File: config.mk
export PLATFORM = sky130hd
export DESIGN_NAME = tofc_isqrt
export DESIGN_NICKNAME = d
export VERILOG_FILES = /design/src/sv/tofc_pkg.sv /design/src/sv/tofc_isqrt.sv
export SDC_FILE = /design/constraint.sdc
export NUM_CORES = 2
export LEC_CHECK = 0
export BUFFER_PORTS_ARGS = -buffer_cell sky130_fd_sc_hd__buf_4
export CORE_ASPECT_RATIO = 0.8
export CORE_UTILIZATION = 41
export DETAILED_ROUTE_END_ITERATION = 8
export PLACE_DENSITY_LB_ADDON = 0.15
export SLEW_MARGIN = 10
export SYNTH_ARGS = -nofsm -noshare
export SYNTH_HDL_FRONTEND = slang
export SYNTH_SLANG_ARGS = --single-unit
File: constraint.sdc
create_clock -name aclk -period 8.3 [get_ports aclk]
set_input_delay 0.415 -clock aclk [delete_from_list [all_inputs] [get_ports aclk]]
set_output_delay 0.415 -clock aclk [all_outputs]
set_load 0.02 [all_outputs]
File: src/sv/tofc_pkg.sv
// ----------------------------------------------------------------------------
// tofc_pkg
// Shared widths, constants, register codes and types for the hit
// time-of-flight correction unit.
// ----------------------------------------------------------------------------
package tofc_pkg;

    localparam int POS_W   = 20;
    localparam int TIME_W  = 24;
    localparam int OUT_W   = 23;
    localparam int ABS_W   = POS_W;
    localparam int SQ_W    = 2 * ABS_W;
    localparam int SUM_W   = SQ_W + 2;
    localparam int ROOT_W  = SUM_W / 2;
    localparam int RECIP_W = 26;
    localparam int PROD_W  = ROOT_W + RECIP_W;
    localparam int FRAC_W  = 32;
    localparam int FLT_W   = PROD_W - FRAC_W;

    // round(2^32 * 4 / 299.792458)
    localparam logic [RECIP_W-1:0] TOF_RECIP = 26'd57305875;

    // -161.875 mm in 1/16 mm
    localparam logic signed [POS_W-1:0] VZ_RESET = -20'sd2590;

    localparam int IN_DATA_W  = 88;
    localparam int OUT_DATA_W = 24;
    localparam int ADDR_W     = 4;

    localparam logic [1:0] REG_VERTEX_X = 2'd0;
    localparam logic [1:0] REG_VERTEX_Y = 2'd1;
    localparam logic [1:0] REG_VERTEX_Z = 2'd2;

    typedef struct packed {
        logic signed [POS_W-1:0] vx;
        logic signed [POS_W-1:0] vy;
        logic signed [POS_W-1:0] vz;
    } tofc_cfg_t;

endpackage

File: src/sv/tofc_isqrt.sv
// ----------------------------------------------------------------------------
// tofc_isqrt
// Pipelined truncating integer square root, one root bit per stage.
// ----------------------------------------------------------------------------
module tofc_isqrt (
    input  logic                          aclk,
    input  logic                          aresetn,
    input  logic                          en,
    input  logic                          valid_i,
    input  logic signed [23:0]            time_i,
    input  logic [41:0]                   sum_i,
    output logic                          valid_o,
    output logic signed [23:0]            time_o,
    output logic [20:0]                   root_o
);
    import tofc_pkg::*;

    localparam int STAGES = ROOT_W;

    logic [SUM_W-1:0]         n_stage   [STAGES];
    logic [SUM_W-1:0]         res_stage [STAGES];
    logic signed [TIME_W-1:0] t_stage   [STAGES];
    logic                     v_stage   [STAGES];

    logic [SUM_W-1:0]         n_reg   [STAGES];
    logic [SUM_W-1:0]         res_reg [STAGES];
    logic signed [TIME_W-1:0] t_reg   [STAGES];
    logic                     v_reg   [STAGES];

    assign n_stage[0]   = sum_i;
    assign res_stage[0] = '0;
    assign t_stage[0]   = time_i;
    assign v_stage[0]   = valid_i;

    genvar g;
    generate
        for (g = 1; g < STAGES; g++) begin : g_link
            assign n_stage[g]   = n_reg[g-1];
            assign res_stage[g] = res_reg[g-1];
            assign t_stage[g]   = t_reg[g-1];
            assign v_stage[g]   = v_reg[g-1];
        end

        for (g = 0; g < STAGES; g++) begin : g_step
            localparam logic [SUM_W-1:0] BIT = SUM_W'(1) << (SUM_W - 2 - 2 * g);
            logic [SUM_W-1:0] trial;

            assign trial = res_stage[g] + BIT;

            always_ff @(posedge aclk) begin
                if (!aresetn) begin
                    v_reg[g] <= 1'b0;
                end else if (en) begin
                    v_reg[g] <= v_stage[g];
                end
            end

            always_ff @(posedge aclk) begin
                if (en) begin
                    t_reg[g] <= t_stage[g];
                    if (n_stage[g] >= trial) begin
                        n_reg[g]   <= n_stage[g] - trial;
                        res_reg[g] <= (res_stage[g] >> 1) + BIT;
                    end else begin
                        n_reg[g]   <= n_stage[g];
                        res_reg[g] <= res_stage[g] >> 1;
                    end
                end
            end
        end
    endgenerate

    assign valid_o = v_reg[STAGES-1];
    assign time_o  = t_reg[STAGES-1];
    assign root_o  = res_reg[STAGES-1][ROOT_W-1:0];

endmodule

==> metrics.cfg <==
[die]
die_y_um=364.7
start_util_pct=41.48
core_um2=162500
die_area_um2=166100
rows=132
boundaryPins=116
die_w_um=455.4

[sta]
fin_ws_ns=4.107
fin_crit_ns=4.193
hold_viol=0
relSlewSlack_pct=19.15
drv_slew=0
fin_crit_sh_pct=50.52
grt_setup_unrepaired=false
finClkSkew_ns=0.05889
worst_pin_slew_ns=1.194
fin_worst_hold_slack_ns=0.3166
fin_tns_setup_ns=0
fmax_ghz=0.2385
finalSetupViolCount=0

[worst_setup_path]
crit_slowest_cell=clkinv_1
reg2reg_slack_ns=4.11
startpoint=res_reg[1][304]$_DFFE_PP_
crit_type=flop to flop
cp-start-kind=flop
required_ns=8.84
rr_worst_depth=10
worst-path-max-fanout=36
arrival_ns=4.73
rr_startpoint=res_reg[1][304]$_DFFE_PP_
slowest_delay_ns=0.92
crit_chain=inv_1 -> ha_1 -> nor2b_1 -> o31ai_1 -> a21oi_1 -> o21ai_0 -> and4_1 -> clkinv_1 -> nand4_1 -> xnor2_1
critical_path.endpoint_type=flop

[pwr]
switching_share_pct=26.15
seq_power_share_pct=51.8
ir_worst_vdd_mv=0.1780
pwr-share-comb_pct=12.9
internal-power_mw=14.85
p_sw_mw=5.257
clock_power_share_pct=35.3
power_leakage_nw=27.90
p_per_area_nw_per_um2=262.5

[detailed_routing]
highest_layer=met4
drt-met1-wl_um=68480
drt_iter0_markers=3185
wirelength_um=140300
final_antenna_net_count=0
drcViolationCount=0
num_vias=37120
wl_per_cell_um=19.63
first_pass_iters=5
avgViaCountPerCell=5.195
met3_length_um=8005
met2_length_um=60860

[synthesis]
synth_cell_types=87
synth_edf_count=1595
synth_top_family_by_area=simple AND/OR/NAND/NOR gates
mappedNetlistNets=4924
synth-async-reset-ratio_pct=0
ys_ff_latch=1596
synthFlopType=edfxtp_1
synth_area_per_cell_um2=14.64
synth-xor-area-share_pct=4.482
synth_simple_gate_area_share_pct=9.855
yosysSeqAreaShare_pct=71.07
syn_area_um2=67420
synth_compound_area_share_pct=6.610
synth.area.mux_share_pct=0.8426
synth_warnings=0
synthAdderAreaFrac_pct=4.621
syn_inst=4605

[placed_design]
io_buffers=115
dp_hpwl_um=100000
place.gp.congestion=0.8669
dp_slack_ns=4.156
dp.cells=6779

[clock_tree]
cts_buffers=162
h-tree-depth=4
cts_root_buf=clkbuf_16
tritoncts=done
clock_sinks=1596
clock_latency_ns=0.82
postCtsHoldBufs=69
cts.clk_slew.worst_paths_ns=0.06
clk_path_buf_depth=3
post_cts_buffers=0
cts_resized=0

[min_path]
holdPathStages=2
hp-class=input pin to flop
hold_start=sum_i[26]

[global_route]
overflow=0
grt_antenna_before_repair=6
grt_max_degree=172
grtUsageTotal_pct=16.93
grt_pass1_vias=35730
grt_pass1_wl_um=214100

[final_layout]
layout_common_cells=edfxtp_1, inv_1, nand2_1, ha_1, nor2_1
final_common_cell=edfxtp_1
area_growth_pct=13.63
drive_gt1_share_pct=9.100
final_cells=7146
largest_reg_flops=840
final_nets=5187
n_fill_cell=14120

[job]
drv_cap=0

[run_status]
status=complete, no violations

==> cell families (layout without fill, tap and decap cells) <==
family,after synthesis,after routing
DFF,1596,1596
and+or+nand+nor,1243,1243
AOI/OAI and AO/OA,706,706
buffers and inverters,417,812
xor gates and xnor gates,345,345
adders and majority gates,249,249
muxes,49,49
other,0,2
==> power groups by stage <==
stage | sequential [mW] | combinational [mW] | clock, mW
after floorplan | 10.3 | 1.86 | 0
after global placement | 10.6 | 2.55 | 0
after detailed placement | 10.6 | 2.56 | 0
after CTS | 10.4 | 2.60 | 7.32
after global routing | 10.5 | 2.90 | 7.65
final | 10.4 | 2.60 | 7.09
==> final timing paths <==
check | to
worst max-delay path | n_reg[4][34]$_DFFE_PP_
worst min-delay path | n_reg[0][26]$_DFFE_PP_
worst max register to register | n_reg[4][34]$_DFFE_PP_
worst min register to register | t_reg[1][171]$_DFFE_PP_
==> critical path, delay by kind of cell (launching register included) <==
kind	cells	cell delay [ns]
adder cells (fa/ha/maj)	1	0.34
buffers and inverters	2	0.99
AND/OR/NAND/NOR	3	1.13
flip-flops	1	0.38
AO/OA/AOI/OAI	3	0.99
XOR/XNOR	1	0.10
==> per-stage QoR <==
step / area (um^2) / utilization, % / total power [mW]
after floorplan: 67420 / - / 12.15
after global placement: 70710 / 43.51 / 13.13
after detailed placement: 70710 / 43.51 / 13.15
after CTS: 76600 / 47.14 / 20.35
after global routing: 76610 / 47.14 / 21.05
final: 76610 / 47.14 / 20.11
==> area by class of cell <==
type | count | area [um^2] | area share, %
flip-flops and latches | 1596 | 47920 | 62.55
multi-input cells | 2592 | 17820 | 23.27
clock buffers | 200 | 4197 | 5.478
well taps | 2144 | 2683 | 3.502
repair buffers | 217 | 1859 | 2.427
inverters | 299 | 1122 | 1.465
clock inverters | 96 | 1002 | 1.308
diodes | 2 | 5.005 | 0.006533
==> cell usage after synthesis (16+ instances only) <==
cell	count	share of area, %
xor2_1	176	2.3
nand2_1	255	1.4
nand2b_1	59	0.55
nand4_1	63	0.58
o21a_1	42	0.47
or2_2	17	0.16
inv_1	298	1.7
o211ai_1	16	0.18
o31ai_1	26	0.29
a211oi_1	24	0.27
a21oi_1	167	1.2
or3_1	45	0.42
nor3_1	133	0.99
o21ai_0	217	1.6
and3_1	37	0.34
nand3_1	62	0.46
buf_4	24	0.27
mux2_2	29	0.48
nor2_1	239	1.3
a31oi_1	21	0.19
xnor2_1	169	2.2
or4_1	34	0.38
nor2b_1	40	0.37
nor4b_1	25	0.32
a21o_1	78	0.87
clkbuf_1	80	0.45
nor4_1	140	1.3
ha_1	249	4.6
edfxtp_1	1595	71
==> routing by layer <==
layer  vias up  global-route usage [%]
li1      18000                       -
met1     18060                   25.04
met2       846                   25.02
met3       217                   3.745
met4         0                   4.665
met5         -                       0
(Power assumes the default switching activity.)
