$ cat config.mk
export PLATFORM = sky130hd
export DESIGN_NAME = tofc_delta_sq
export DESIGN_NICKNAME = d
export VERILOG_FILES = /design/src/sv/tofc_pkg.sv /design/src/sv/tofc_delta_sq.sv
export SDC_FILE = /design/constraint.sdc
export NUM_CORES = 2
export LEC_CHECK = 0
export ABC_AREA = 0
export BUFFER_PORTS_ARGS = -buffer_cell sky130_fd_sc_hd__buf_2
export CAP_MARGIN = 15
export CORE_MARGIN = 2
export CORE_UTILIZATION = 55
export CTS_CLUSTER_DIAMETER = 100
export DETAILED_ROUTE_END_ITERATION = 12
export PLACE_DENSITY = 0.76
export SLEW_MARGIN = 20
export SYNTH_ARGS = -nofsm -noshare
export SYNTH_HDL_FRONTEND = slang
export SYNTH_SLANG_ARGS = --single-unit
$ cat constraint.sdc
create_clock -name aclk -period 9.1 [get_ports aclk]
set_input_delay 1.82 -clock aclk [delete_from_list [all_inputs] [get_ports aclk]]
set_output_delay 1.82 -clock aclk [all_outputs]
set_load 0.01 [all_outputs]
$ cat src/sv/tofc_pkg.sv
// ----------------------------------------------------------------------------
// tofc_pkg
// Shared widths, constants, register codes and types for the hit
// time-of-flight correction unit.
// ----------------------------------------------------------------------------
package tofc_pkg;

    localparam int POS_W   = 20;
    localparam int TIME_W  = 24;
    localparam int OUT_W   = 23;
    localparam int ABS_W   = POS_W;
    localparam int SQ_W    = 2 * ABS_W;
    localparam int SUM_W   = SQ_W + 2;
    localparam int ROOT_W  = SUM_W / 2;
    localparam int RECIP_W = 26;
    localparam int PROD_W  = ROOT_W + RECIP_W;
    localparam int FRAC_W  = 32;
    localparam int FLT_W   = PROD_W - FRAC_W;

    // round(2^32 * 4 / 299.792458)
    localparam logic [RECIP_W-1:0] TOF_RECIP = 26'd57305875;

    // -161.875 mm in 1/16 mm
    localparam logic signed [POS_W-1:0] VZ_RESET = -20'sd2590;

    localparam int IN_DATA_W  = 88;
    localparam int OUT_DATA_W = 24;
    localparam int ADDR_W     = 4;

    localparam logic [1:0] REG_VERTEX_X = 2'd0;
    localparam logic [1:0] REG_VERTEX_Y = 2'd1;
    localparam logic [1:0] REG_VERTEX_Z = 2'd2;

    typedef struct packed {
        logic signed [POS_W-1:0] vx;
        logic signed [POS_W-1:0] vy;
        logic signed [POS_W-1:0] vz;
    } tofc_cfg_t;

endpackage

$ cat src/sv/tofc_delta_sq.sv
// ----------------------------------------------------------------------------
// tofc_delta_sq
// Three stages: vertex offset and magnitude, squares, sum of squares.
// ----------------------------------------------------------------------------
module tofc_delta_sq (
    input  logic                          aclk,
    input  logic                          aresetn,
    input  logic                          en,
    input  tofc_pkg::tofc_cfg_t           cfg,
    input  logic                          valid_i,
    input  logic signed [23:0]            time_i,
    input  logic signed [19:0]            pos_x_i,
    input  logic signed [19:0]            pos_y_i,
    input  logic signed [19:0]            pos_z_i,
    output logic                          valid_o,
    output logic signed [23:0]            time_o,
    output logic [41:0]                   sum_o
);
    import tofc_pkg::*;

    logic signed [POS_W:0] dx;
    logic signed [POS_W:0] dy;
    logic signed [POS_W:0] dz;

    logic [ABS_W-1:0] ax_reg, ay_reg, az_reg;
    logic [SQ_W-1:0]  sqx_reg, sqy_reg, sqz_reg;
    logic [SUM_W-1:0] sum_reg;
    logic signed [TIME_W-1:0] t1_reg, t2_reg, t3_reg;
    logic v1_reg, v2_reg, v3_reg;

    assign dx = {pos_x_i[POS_W-1], pos_x_i} - {cfg.vx[POS_W-1], cfg.vx};
    assign dy = {pos_y_i[POS_W-1], pos_y_i} - {cfg.vy[POS_W-1], cfg.vy};
    assign dz = {pos_z_i[POS_W-1], pos_z_i} - {cfg.vz[POS_W-1], cfg.vz};

    always_ff @(posedge aclk) begin
        if (!aresetn) begin
            v1_reg <= 1'b0;
            v2_reg <= 1'b0;
            v3_reg <= 1'b0;
        end else if (en) begin
            v1_reg <= valid_i;
            v2_reg <= v1_reg;
            v3_reg <= v2_reg;
        end
    end

    always_ff @(posedge aclk) begin
        if (en) begin
            ax_reg  <= dx[POS_W] ? ABS_W'(-dx) : dx[ABS_W-1:0];
            ay_reg  <= dy[POS_W] ? ABS_W'(-dy) : dy[ABS_W-1:0];
            az_reg  <= dz[POS_W] ? ABS_W'(-dz) : dz[ABS_W-1:0];
            t1_reg  <= time_i;
            sqx_reg <= SQ_W'(ax_reg) * SQ_W'(ax_reg);
            sqy_reg <= SQ_W'(ay_reg) * SQ_W'(ay_reg);
            sqz_reg <= SQ_W'(az_reg) * SQ_W'(az_reg);
            t2_reg  <= t1_reg;
            sum_reg <= SUM_W'(sqx_reg) + SUM_W'(sqy_reg) + SUM_W'(sqz_reg);
            t3_reg  <= t2_reg;
        end
    end

    assign valid_o = v3_reg;
    assign time_o  = t3_reg;
    assign sum_o   = sum_reg;

endmodule

==> metrics.txt <==
outcome finished, final reports clean; Total GRT Usage 0.242; Starting DRT DRC Count 2,115; Port-buffer cells 214; Seq cells post-synth 294; Bufs and invs on worst path 5; slowest cell on the critical path edfxtp_1; first-pass GRT wire length 180 mm; HPWL after detailed placement 87.7 mm; antenna-violating nets left 0; CTS Hold Bufs 0; CTS max path bufs 3; sequential element share of the synthesized area 0.178; cell taking the most area after synthesis fa_1; setup TNS 0 ns; met2 wire len 53.5 mm; met3 wire length 6.56 mm; Synth area leaders fa_1 (35%), edfxtp_1 (18%), ha_1 (14%); Hold Crit Class reg2reg; Num Clock Sinks 294; Final Non-Filler Cells 6,268; HP Start t2_reg[13]; antenna violations before repair 1; Die Footprint 92,400 µm²; Mapped Area 49,500 µm²; largest net degree at the start of global routing 167; Layout Nets 6,648; Worst Hold End time_o[13]; wire length per cell 17.1 µm; Core Region 89,600 µm²; top_reg_cell synth edfxtp_1; PostCTS Resize Cnt 0; vias 33,652; post-synthesis cell count 4,918; Critical Path AT 8.40 ns; cts bufs inserted 36; vias per cell 5.37; kind of end point of the critical path flip-flop; Clock Latency Late Sink 0.56 ns; RSZ-0062 raised after global routing false; vias in the first global route 36,513; Max Cap Violations 0; Die Y 304 µm; CTS tree yes; worst-path fanout max 18; Layout area overhead 6.97%; Site Rows 110; share of layout cells above drive strength 1 0.0650; Async S/R FF share, synth 0; # DRC 0; biggest cell delay along the critical path 0.80 ns; top cells by count, synth inv_1 (1,154), fa_1 (876), ha_1 (559); Max Fclk 123 MHz; Worst R2R End sqx_reg[39]; First-pass DRT Iterations 7; max FFs per register 42; Yosys warning total 0; Final setup viols 0; Tmin final 8.11 ns; Cells after DPL 6,203; DR top layer met4; final RePlAce weighted congestion 0.902; actual slew at the worst max-slew pin 1.08 ns; clk slew on worst S/H paths 0.06 ns; I/O pin cnt 215; Worst R2R Path Depth 25; Yosys cell types 73; count leader, synth inv_1; Hold Path Cell Cnt 0; WS Path Type reg2reg; critical path required time 9.39 ns; drt total wl 107 mm; Worst Skew 0.0284 ns; top-area cell type share of the netlist area 0.354; FF-to-FF Start ax_reg[4]; root buffer cell clkbuf_16; Slew Viols, Final 0; Die W 304 µm; Reg2Reg Setup Slack 0.99 ns; Starting Density 0.553; H-Tree Depth 2; Post-synth EDFFs 291; Worst Setup Start Kind flip-flop; Syn Area/Cell 10.1 µm²; gr ovfl total 0; setup bufs post-CTS 0; Core Util, Final 0.591; Final period util 0.892; DRT met1 WL 44.0 mm; Hold Fails Final Rpt 0; crit-path most repeated cell fa_1; CP top delay family adder cells; relative slew slack 0.280
==> layout by cell type (no fill, tap or decap), types with 6 or more instances in the layout <==
master,instances
o21bai_1,34
xnor2_1,206
o31ai_1,12
nor4_1,8
o21ai_0,75
nand4b_1,6
fa_1,876
clkbuf_16,37
edfxtp_1,291
inv_1,1154
clkinv_1,6
and3_1,13
a21oi_1,190
o211ai_1,7
nand2_1,435
nand4_1,12
nor2_1,167
mux2i_1,6
nor2b_1,34
or2_2,17
nor3_1,32
clkbuf_1,6
o21a_1,34
a31o_2,10
a211o_1,7
or3_1,9
and2_1,218
ha_1,559
nand2b_1,17
mux2_2,6
a211oi_1,15
xor2_1,94
a21boi_0,9
a21o_1,108
buf_2,213
buf_4,19
a31oi_1,15
nand3_1,39
==> layout make-up <==
type                            instances  area, µm²
Timing Repair Buffer                  234       1240
Fill cell                            7399      36600
Multi-Input combinational cell       3345      35900
Sequential cell                       294       8800
Inverter                             1154       4330
Antenna cell                            1       2.50
Clock inverter                         21        255
Clock buffer                           43        948
Tap cell                             1176       1470
==> routing by layer <==
| metal | global-route usage | vias to the layer above |
|---|---|---|
| li1 | - | 15658 |
| met1 | 0.312 | 16854 |
| met2 | 0.423 | 951 |
| met3 | 0.0343 | 189 |
| met4 | 0.0715 | 0 |
| met5 | 0 | - |
==> kinds of logic (layout without fill, tap and decap cells) <==
logic type	after synthesis	after routing	synth area share
buffers and inverters	1281	1452	0.0972
DFF	294	294	0.178
muxes	12	12	0.00258
adders and majority gates	1437	1437	0.496
other	1	4	0.0000758
and+or+nand+nor	1015	1015	0.0968
AOI/OAI and AO/OA	578	578	0.0766
xor gates and xnor gates	300	300	0.0531
==> worst max path at each step <==
stage / startpoint / cells past startpoint / to / slack, ns
floorplan: az_reg[4] / 26 / sqz_reg[38] / 1.82
global placement: ax_reg[4] / 25 / sqx_reg[39] / 1.24
detailed placement: ax_reg[4] / 25 / sqx_reg[39] / 1.10
CTS: ax_reg[4] / 25 / sqx_reg[39] / 0.98
global route: ax_reg[4] / 25 / sqx_reg[39] / 0.45
finish: ax_reg[4] / 25 / sqx_reg[39] / 0.99
==> metrics by stage <==
step | hold slack (ns) | setup WS (ns) | instance area (µm²)
floorplan | 0.400 | 1.82 | 49500
global placement | 0.401 | 1.24 | 51700
detailed placement | 0.405 | 1.10 | 51700
CTS | 0.420 | 0.975 | 53000
global route | 0.425 | 0.451 | 53000
finish | 0.418 | 0.986 | 53000
==> worst reg2reg max path, cell delays in order, from the launching register on <==
cell      delay [ns]
edfxtp_1        0.80
inv_1           0.30
nor2_1          0.29
inv_1           0.11
fa_1            0.51
fa_1            0.51
inv_1           0.05
fa_1            0.47
fa_1            0.52
inv_1           0.06
fa_1            0.49
fa_1            0.49
inv_1           0.05
fa_1            0.45
ha_1            0.35
and2_1          0.20
a22o_1          0.20
nor4_1          0.18
o21ai_0         0.19
a31oi_1         0.32
and2_1          0.21
nor3b_1         0.07
o41a_1          0.45
a211o_1         0.28
a21oi_1         0.21
xnor2_1         0.09
Power is left out: the tool's default activity adds up to more than one toggle a clock period on the data nets, which glitch-free logic cannot reach.
