$ cat src/sv/tofc_pkg.sv
// ----------------------------------------------------------------------------
// tofc_pkg
// Shared widths, constants, register codes and types for the hit
// time-of-flight correction unit.
// ----------------------------------------------------------------------------
package tofc_pkg;

    localparam int POS_W   = 20;
    localparam int TIME_W  = 24;
    localparam int OUT_W   = 23;
    localparam int ABS_W   = POS_W;
    localparam int SQ_W    = 2 * ABS_W;
    localparam int SUM_W   = SQ_W + 2;
    localparam int ROOT_W  = SUM_W / 2;
    localparam int RECIP_W = 26;
    localparam int PROD_W  = ROOT_W + RECIP_W;
    localparam int FRAC_W  = 32;
    localparam int FLT_W   = PROD_W - FRAC_W;

    // round(2^32 * 4 / 299.792458)
    localparam logic [RECIP_W-1:0] TOF_RECIP = 26'd57305875;

    // -161.875 mm in 1/16 mm
    localparam logic signed [POS_W-1:0] VZ_RESET = -20'sd2590;

    localparam int IN_DATA_W  = 88;
    localparam int OUT_DATA_W = 24;
    localparam int ADDR_W     = 4;

    localparam logic [1:0] REG_VERTEX_X = 2'd0;
    localparam logic [1:0] REG_VERTEX_Y = 2'd1;
    localparam logic [1:0] REG_VERTEX_Z = 2'd2;

    typedef struct packed {
        logic signed [POS_W-1:0] vx;
        logic signed [POS_W-1:0] vy;
        logic signed [POS_W-1:0] vz;
    } tofc_cfg_t;

endpackage

$ cat src/sv/tofc_flight.sv
// ----------------------------------------------------------------------------
// tofc_flight
// Distance to flight time by fixed reciprocal, subtract and clamp at zero.
// ----------------------------------------------------------------------------
module tofc_flight (
    input  logic                          aclk,
    input  logic                          aresetn,
    input  logic                          en,
    input  logic                          valid_i,
    input  logic signed [23:0]            time_i,
    input  logic [20:0]                   dist_i,
    output logic                          valid_o,
    output logic [22:0]                   result_o
);
    import tofc_pkg::*;

    logic [PROD_W-1:0]        prod_reg;
    logic signed [TIME_W-1:0] t_reg;
    logic [OUT_W-1:0]         result_reg;
    logic                     v1_reg, v2_reg;
    logic signed [TIME_W:0]   diff;

    assign diff = {t_reg[TIME_W-1], t_reg} - (TIME_W+1)'(prod_reg[PROD_W-1:FRAC_W]);

    always_ff @(posedge aclk) begin
        if (!aresetn) begin
            v1_reg <= 1'b0;
            v2_reg <= 1'b0;
        end else if (en) begin
            v1_reg <= valid_i;
            v2_reg <= v1_reg;
        end
    end

    always_ff @(posedge aclk) begin
        if (en) begin
            prod_reg   <= PROD_W'(dist_i) * PROD_W'(TOF_RECIP);
            t_reg      <= time_i;
            result_reg <= diff[TIME_W] ? '0 : diff[OUT_W-1:0];
        end
    end

    assign valid_o  = v2_reg;
    assign result_o = result_reg;

endmodule

$ cat config.mk
export PLATFORM = sky130hd
export DESIGN_NAME = tofc_flight
export DESIGN_NICKNAME = d
export VERILOG_FILES = /design/src/sv/tofc_pkg.sv /design/src/sv/tofc_flight.sv
export SDC_FILE = /design/constraint.sdc
export NUM_CORES = 1
export LEC_CHECK = 0
export BUFFER_PORTS_ARGS = -buffer_cell sky130_fd_sc_hd__buf_2
export CAP_MARGIN = 0
export CORE_MARGIN = 5
export CORE_UTILIZATION = 45
export DETAILED_ROUTE_END_ITERATION = 6
export HOLD_SLACK_MARGIN = 0.12
export PLACE_DENSITY = 0.67
export SKIP_LAST_GASP = 1
export SLEW_MARGIN = 20
export SYNTH_ARGS = -nofsm -noshare
export SYNTH_HDL_FRONTEND = slang
export SYNTH_SLANG_ARGS = --single-unit
$ cat constraint.sdc
create_clock -name aclk -period 6.9 [get_ports aclk]
set_input_delay 1.38 -clock aclk [delete_from_list [all_inputs] [get_ports aclk]]
set_output_delay 1.38 -clock aclk [all_outputs]
set_load 0.02 [all_outputs]
==> key figures, run 1 <==
Run status
  – Status: complete, no violations

STA
  – Final Cycle Share: 98.0%
  – Slew Viols, Final: 0
  – Tmin final: about 6800 ps
  – Max-slew headroom: 47.9%
  – Hold Violations, Final: 0
  – Setup Viol. Count Final: 0
  – Actual slew at the worst max-slew pin: between 700 and 800 ps
  – Setup Skew: between 5 and 6 ps
  – Peak Freq: around 150 MHz
  – RSZ-0062 raised after global routing: false

Synth
  – Ys async rst share: 0%
  – Predominant post-synthesis flop cell: edfxtp_1
  – Post-synth net total: ~1.7k
  – Sequential share of the synthesized area: between 10% and 20%
  – Mapped Cells: between 1k and 1.5k
  – Mapped cell area: about 12000 um2
  – Syn avg cell area: 10.1 um2
  – Syn. warnings: 0
  – Number of synthesized register bits: between 60 and 70
  – Post-synth EDFFs: 62
  – Top-area cell type share of the netlist area: a little under a third
  – Cell variety after synth: 60
  – Post-synth top area cell: fa_1
  – Ranking of synthesized cells by area: fa_1 30%, ha_1 24%, edfxtp_1 15%, inv_1 9.7%, a21oi_1 2.3%

Place
  – Final RePlAce weighted congestion: ~0.96
  – Detailed-placement wirelength estimate: between 20000 and 30000 um
  – Dpl cells: ~1.8k
  – I/O Buffers: between 70 and 80

Setup path
  – Register-to-register path setup slack: approximately 3800 ps
  – Reg2reg end: result_o[8]$_SDFFCE_PP0P_
  – Worst R2R Path Depth: 10
  – WS Path Type: in2reg
  – Crit path launch type: primary input
  – FF-to-FF Start: prod_reg[32]$_DFFE_PP_
  – Critical Path RT: 6970 ps
  – Critical path fanouts, max: 4
  – CP Capture Point: prod_reg[38]$_DFFE_PP_
  – Crit end category: register
  – CP Launch Point: dist_i[10]
  – Worst Path Arrival: between 6000 and 7000 ps

Die
  – Core Region: between 20000 and 30000 um2
  – Initial Util: ~45%
  – Die ar.: ~31000 um2
  – I/O pins: 73
  – Die W: ~180 um
  – Die span in y: ~180 um
  – FP Rows: 61

Drt
  – Routed WL: roughly 32000 um
  – DRC violations left: 0
  – Antenna viol nets, final: 0
  – Vias/cell: around 5
  – Via count: a little over 9k
  – Drt pass-1 iters: 5
  – Initial DRC count: between 600 and 700
  – Avg WL per Cell: 17.6 um

GRT
  – First-pass GRT wire length: 51800 um
  – Vias in the first global route: around 10k
  – Antenna violations before repair: 0
  – Pin count of the biggest net entering global routing: 65
  – Grt ovf: 0
  – Gr usage total: 21.0%

Clock tree
  – CTS tree: yes
  – Hold_buf cts: 0
  – Root Buffer: clkbuf_16
  – CTS Sinks: 64
  – Post-CTS setup buffer count: 0
  – Clock slew at reported path FFs: around 60 ps
  – H-tree depth: 3
  – Clk_lat worst skew: 330 ps
  – Total CTS buffers: 9
  – CTS Buffer Depth: 2

Finish
  – Nets@finish: roughly 1.9k
  – Fill count: 2426
  – Share of layout cells above drive strength 1: approximately a fifth
  – Layout area overhead: 18.6%
  – Non-filler cells, final: 1814
  – Commonest non-fill, non-tap cell in the layout: inv_1
  – Max reg flops: 24
  – Most frequent cells in the layout: 319 x inv_1, 228 x ha_1, 187 x fa_1
  – Layout Utilization: between 50% and 60%
  – Ant diodes: 0

Hold path
  – Hold Crit Depth: 2
  – Class of the worst hold path: reg2reg

Run
  – Max Cap Viol: 0
## repair_timing
| action | in CTS | in global routing |
|---|---|---|
| pin swaps | 0 | 24 |
| gates resized for setup | 1 | 41 |
| setup endpoints to repair | 1 | 12 |
## per-layer routing
metal | up-vias | routed length, um | track usage (%)
met1 | 4525 | 14500 | 29.1
met4 | 0 | 1340 | 7.38
met3 | 66 | 1190 | 2.21
met5 | - | 0 | 0
met2 | 263 | 14900 | 34.6
li1 | 4454 | - | -
## Yosys cell counts, types with 12 or more instances
master and n:
inv_1 324, ha_1 240, fa_1 190, edfxtp_1 62, a21oi_1 57, nand2_1 43, nor2_1 38, o21ai_0 30
a21o_1 26, nor3_1 25, xnor2_1 20, nand3_1 16, xor2_1 15, nand4_1 14, clkbuf_1 12
## critical path: stages
cell	delay (ps)
buf_4	120
inv_2	50
ha_4	280
inv_2	50
fa_2	490
fa_1	570
fa_1	440
fa_1	510
fa_1	610
inv_2	60
fa_1	540
inv_2	50
ha_4	270
nand4_1	200
nor4_4	360
nand4_1	140
o32ai_2	230
a311oi_2	100
o31ai_2	270
xor2_1	100
## cell families (layout without fill, tap and decap cells)
| logic type | Yosys count | after routing | share of synthesized area [%] |
|---|---|---|---|
| xor gates and xnor gates | 35 | 35 | 2.46 |
| and+or+nand+nor | 168 | 168 | 6.62 |
| muxes | 4 | 4 | 0.331 |
| DFF | 64 | 64 | 15.2 |
| adders and majority gates | 430 | 430 | 54.5 |
| AOI/OAI and AO/OA | 194 | 194 | 10.5 |
| buffers and inverters | 342 | 541 | 10.3 |
## metrics by stage
step | TNS (ps) | setup slack [ps] | cell area, um2 | hold WS [ps]
final | 0 | 140 | 14800 | 523
after floorplan | 0 | 132 | 12500 | 482
after CTS | 0 | 65.7 | 14600 | 531
after detailed placement | -2030 | -370 | 14200 | 518
after global routing | 0 | 6.93 | 14800 | 543
after global placement | -1100 | -330 | 14200 | 491
## final cells by class
class,instances,area (um2),area share (%)
multi-input cells,831,9540,64.4
flip-flops and latches,64,1900,12.8
repair buffers,201,1340,9.08
inverters,324,1220,8.22
well taps,378,473,3.20
clock buffers,10,239,1.61
clock inverters,6,91.3,0.617
## worst min-delay path by stage
| stage | startpoint | to | slack, ps |
|---|---|---|---|
| after CTS | v1_reg$_SDFFE_PN0P_ | v1_reg$_SDFFE_PN0P_ | 530 |
| after floorplan | v1_reg$_SDFFE_PN0P_ | v1_reg$_SDFFE_PN0P_ | 480 |
| final | v1_reg$_SDFFE_PN0P_ | v1_reg$_SDFFE_PN0P_ | 520 |
| after detailed placement | v1_reg$_SDFFE_PN0P_ | v1_reg$_SDFFE_PN0P_ | 520 |
| after global routing | v1_reg$_SDFFE_PN0P_ | v1_reg$_SDFFE_PN0P_ | 540 |
| after global placement | valid_o$_SDFFE_PN0P_ | valid_o$_SDFFE_PN0P_ | 490 |
Power of run 1 is not shown: default switching activity piles up to over one toggle a cycle in this logic, so the estimate is an artifact.
==> run 2, diff against run 1 <==
- CORE_UTILIZATION: 45 -> 44
- PLACE_DENSITY: 0.67 -> 0.66
==> run 2 against run 1 <==
Maximum frequency grew 0.27%. Non-clock buffer count grew 4. Sequential share of layout area grew 0.082 points. Via count shrank 0.41%.
==> key figures, run 2 (synthesis results as in run 1) <==
Run status
  – Status: complete, no violations

Finish
  – Fill count: 2485
  – Layout Utilization: between 50% and 60%
  – Nets@finish: roughly 1.9k
  – Ant diodes: 0
  – Layout area overhead: 17.9%
  – Most frequent cells in the layout: 323 x inv_1, 237 x ha_1, 187 x fa_1
  – Max reg flops: 24
  – Commonest non-fill, non-tap cell in the layout: inv_1
  – Share of layout cells above drive strength 1: between 10% and 20%

GRT
  – Antenna violations before repair: 0
  – First-pass GRT wire length: roughly 50000 um
  – Gr usage total: between 20% and 30%
  – Vias in the first global route: a little under 10k
  – Pin count of the biggest net entering global routing: between 60 and 70
  – Grt ovf: 0

STA
  – Setup Skew: slightly below 9 ps
  – RSZ-0062 raised after global routing: true
  – Max-slew headroom: 47.5%
  – Final Cycle Share: between 90% and 100%
  – Hold Violations, Final: 0
  – Setup WS post-layout: around 160 ps
  – Peak Freq: roughly 150 MHz
  – Slew Viols, Final: 0
  – Tmin final: slightly below 7000 ps
  – Actual slew at the worst max-slew pin: 787 ps
  – Setup Viol. Count Final: 0

Die
  – Die W: ~180 um
  – Core Region: 27900 um2
  – Die span in y: 178 um
  – I/O pins: 73
  – Die ar.: 31800 um2
  – Initial Util: around 45%
  – FP Rows: 61

Setup path
  – WP buf/inv: 6
  – Worst path slowest cell: fa_2
  – Critical path fanouts, max: 4
  – Crit end category: register
  – Critical Path RT: ~7000 ps
  – Reg2reg end: result_o[8]$_SDFFCE_PP0P_
  – CP Capture Point: prod_reg[38]$_DFFE_PP_
  – Family with the most delay on the worst path: adder cells
  – FF-to-FF Start: prod_reg[32]$_DFFE_PP_
  – Worst Path Arrival: around 6800 ps
  – Crit path depth: 21
  – Crit-path max cell delay: 610 ps
  – CP Launch Point: dist_i[10]
  – Register-to-register path setup slack: around 3900 ps
  – Most used cell, CP: fa_1
  – WS Path Type: in2reg
  – Worst R2R Path Depth: 10
  – Crit path launch type: primary input
  – Cells along the critical path: buf_2 > inv_1 > ha_1 > inv_2 > fa_2 > fa_1 > fa_1 > fa_2 > fa_1 > inv_1 > fa_1 > inv_1 > ha_4 > nand4_1 > nor4_2 > buf_4 > nand3_1 > o32ai_2 > a311oi_2 > o31ai_1 > xor2_1

Clock tree
  – Total CTS buffers: 9
  – CTS Sinks: 64
  – H-tree depth: 3
  – Clk_lat worst skew: between 300 and 400 ps
  – Clock slew at reported path FFs: 60 ps
  – CTS Buffer Depth: 2
  – Root Buffer: clkbuf_16
  – CTS tree: yes
  – Hold_buf cts: 0

Drt
  – Via count: 9270
  – Avg WL per Cell: between 15 and 20 um
  – Vias/cell: 5.10
  – Initial DRC count: ~580
  – Routed WL: between 30000 and 40000 um
  – DRC violations left: 0
  – Drt pass-1 iters: 5
  – Antenna viol nets, final: 0

Place
  – I/O Buffers: 72
  – Final RePlAce weighted congestion: between 0.9 and 1
  – Detailed-placement wirelength estimate: roughly 28000 um
  – Setup WS pre-CTS: -347 ps

Run
  – Max Cap Viol: 0

Hold path
  – Class of the worst hold path: reg2reg
  – Min-Delay Startpoint: valid_o$_SDFFE_PN0P_
run 2: final cells by class:
class                           count  area [um2]  area share (%)
Clock inverter                      6         116           0.791
Multi-Input combinational cell    831        9400            63.9
Clock buffer                       10         239            1.62
Sequential cell                    64        1900            12.9
Timing Repair Buffer              205        1360            9.24
Tap cell                          378         473            3.22
Inverter                          324        1220            8.27
run 2: worst min-delay path by stage:
stage | endpoint | slack (ps) | cells past startpoint
floorplan | v1_reg$_SDFFE_PN0P_ | 480 | 2
global placement | valid_o$_SDFFE_PN0P_ | 490 | 2
detailed placement | valid_o$_SDFFE_PN0P_ | 510 | 2
CTS | valid_o$_SDFFE_PN0P_ | 530 | 2
global route | valid_o$_SDFFE_PN0P_ | 560 | 2
finish | valid_o$_SDFFE_PN0P_ | 520 | 2
run 2: worst register-to-register path, delay by kind of cell (launching register included):
family | cells | cell delay [ps]
flops | 1 | 390
fa+ha+maj | 2 | 660
compound gates | 5 | 1040
buf+inv | 1 | 220
simple gates | 2 | 520
run 2: per-stage QoR:
step / hold WS [ps] / area, um2 / TNS [ps] / std cells
2_1_floorplan: 482 / 12500 / 0 / 1237
3_3_place_gp: 492 / 14200 / -1290 / 1800
3_5_place_dp: 513 / 14200 / -2650 / 1800
4_1_cts: 527 / 14600 / 0 / 1816
5_1_grt: 558 / 14700 / -54.5 / 1818
6_report: 518 / 14700 / 0 / 1818
run 2: metal layers:
metal,up-vias,global-route usage [%],part of all wire [%]
li1,4466,-,-
met1,4567,28.1,45
met2,205,36.3,49
met3,32,1.97,3.7
met4,0,3.71,1.9
met5,-,0,0
run 2: repair_timing:
action                     CTS  global route
resized for setup            0            19
setup endpoints to repair    0            11
setup buffers                0             2
Power of run 2 is left out for the same reason.
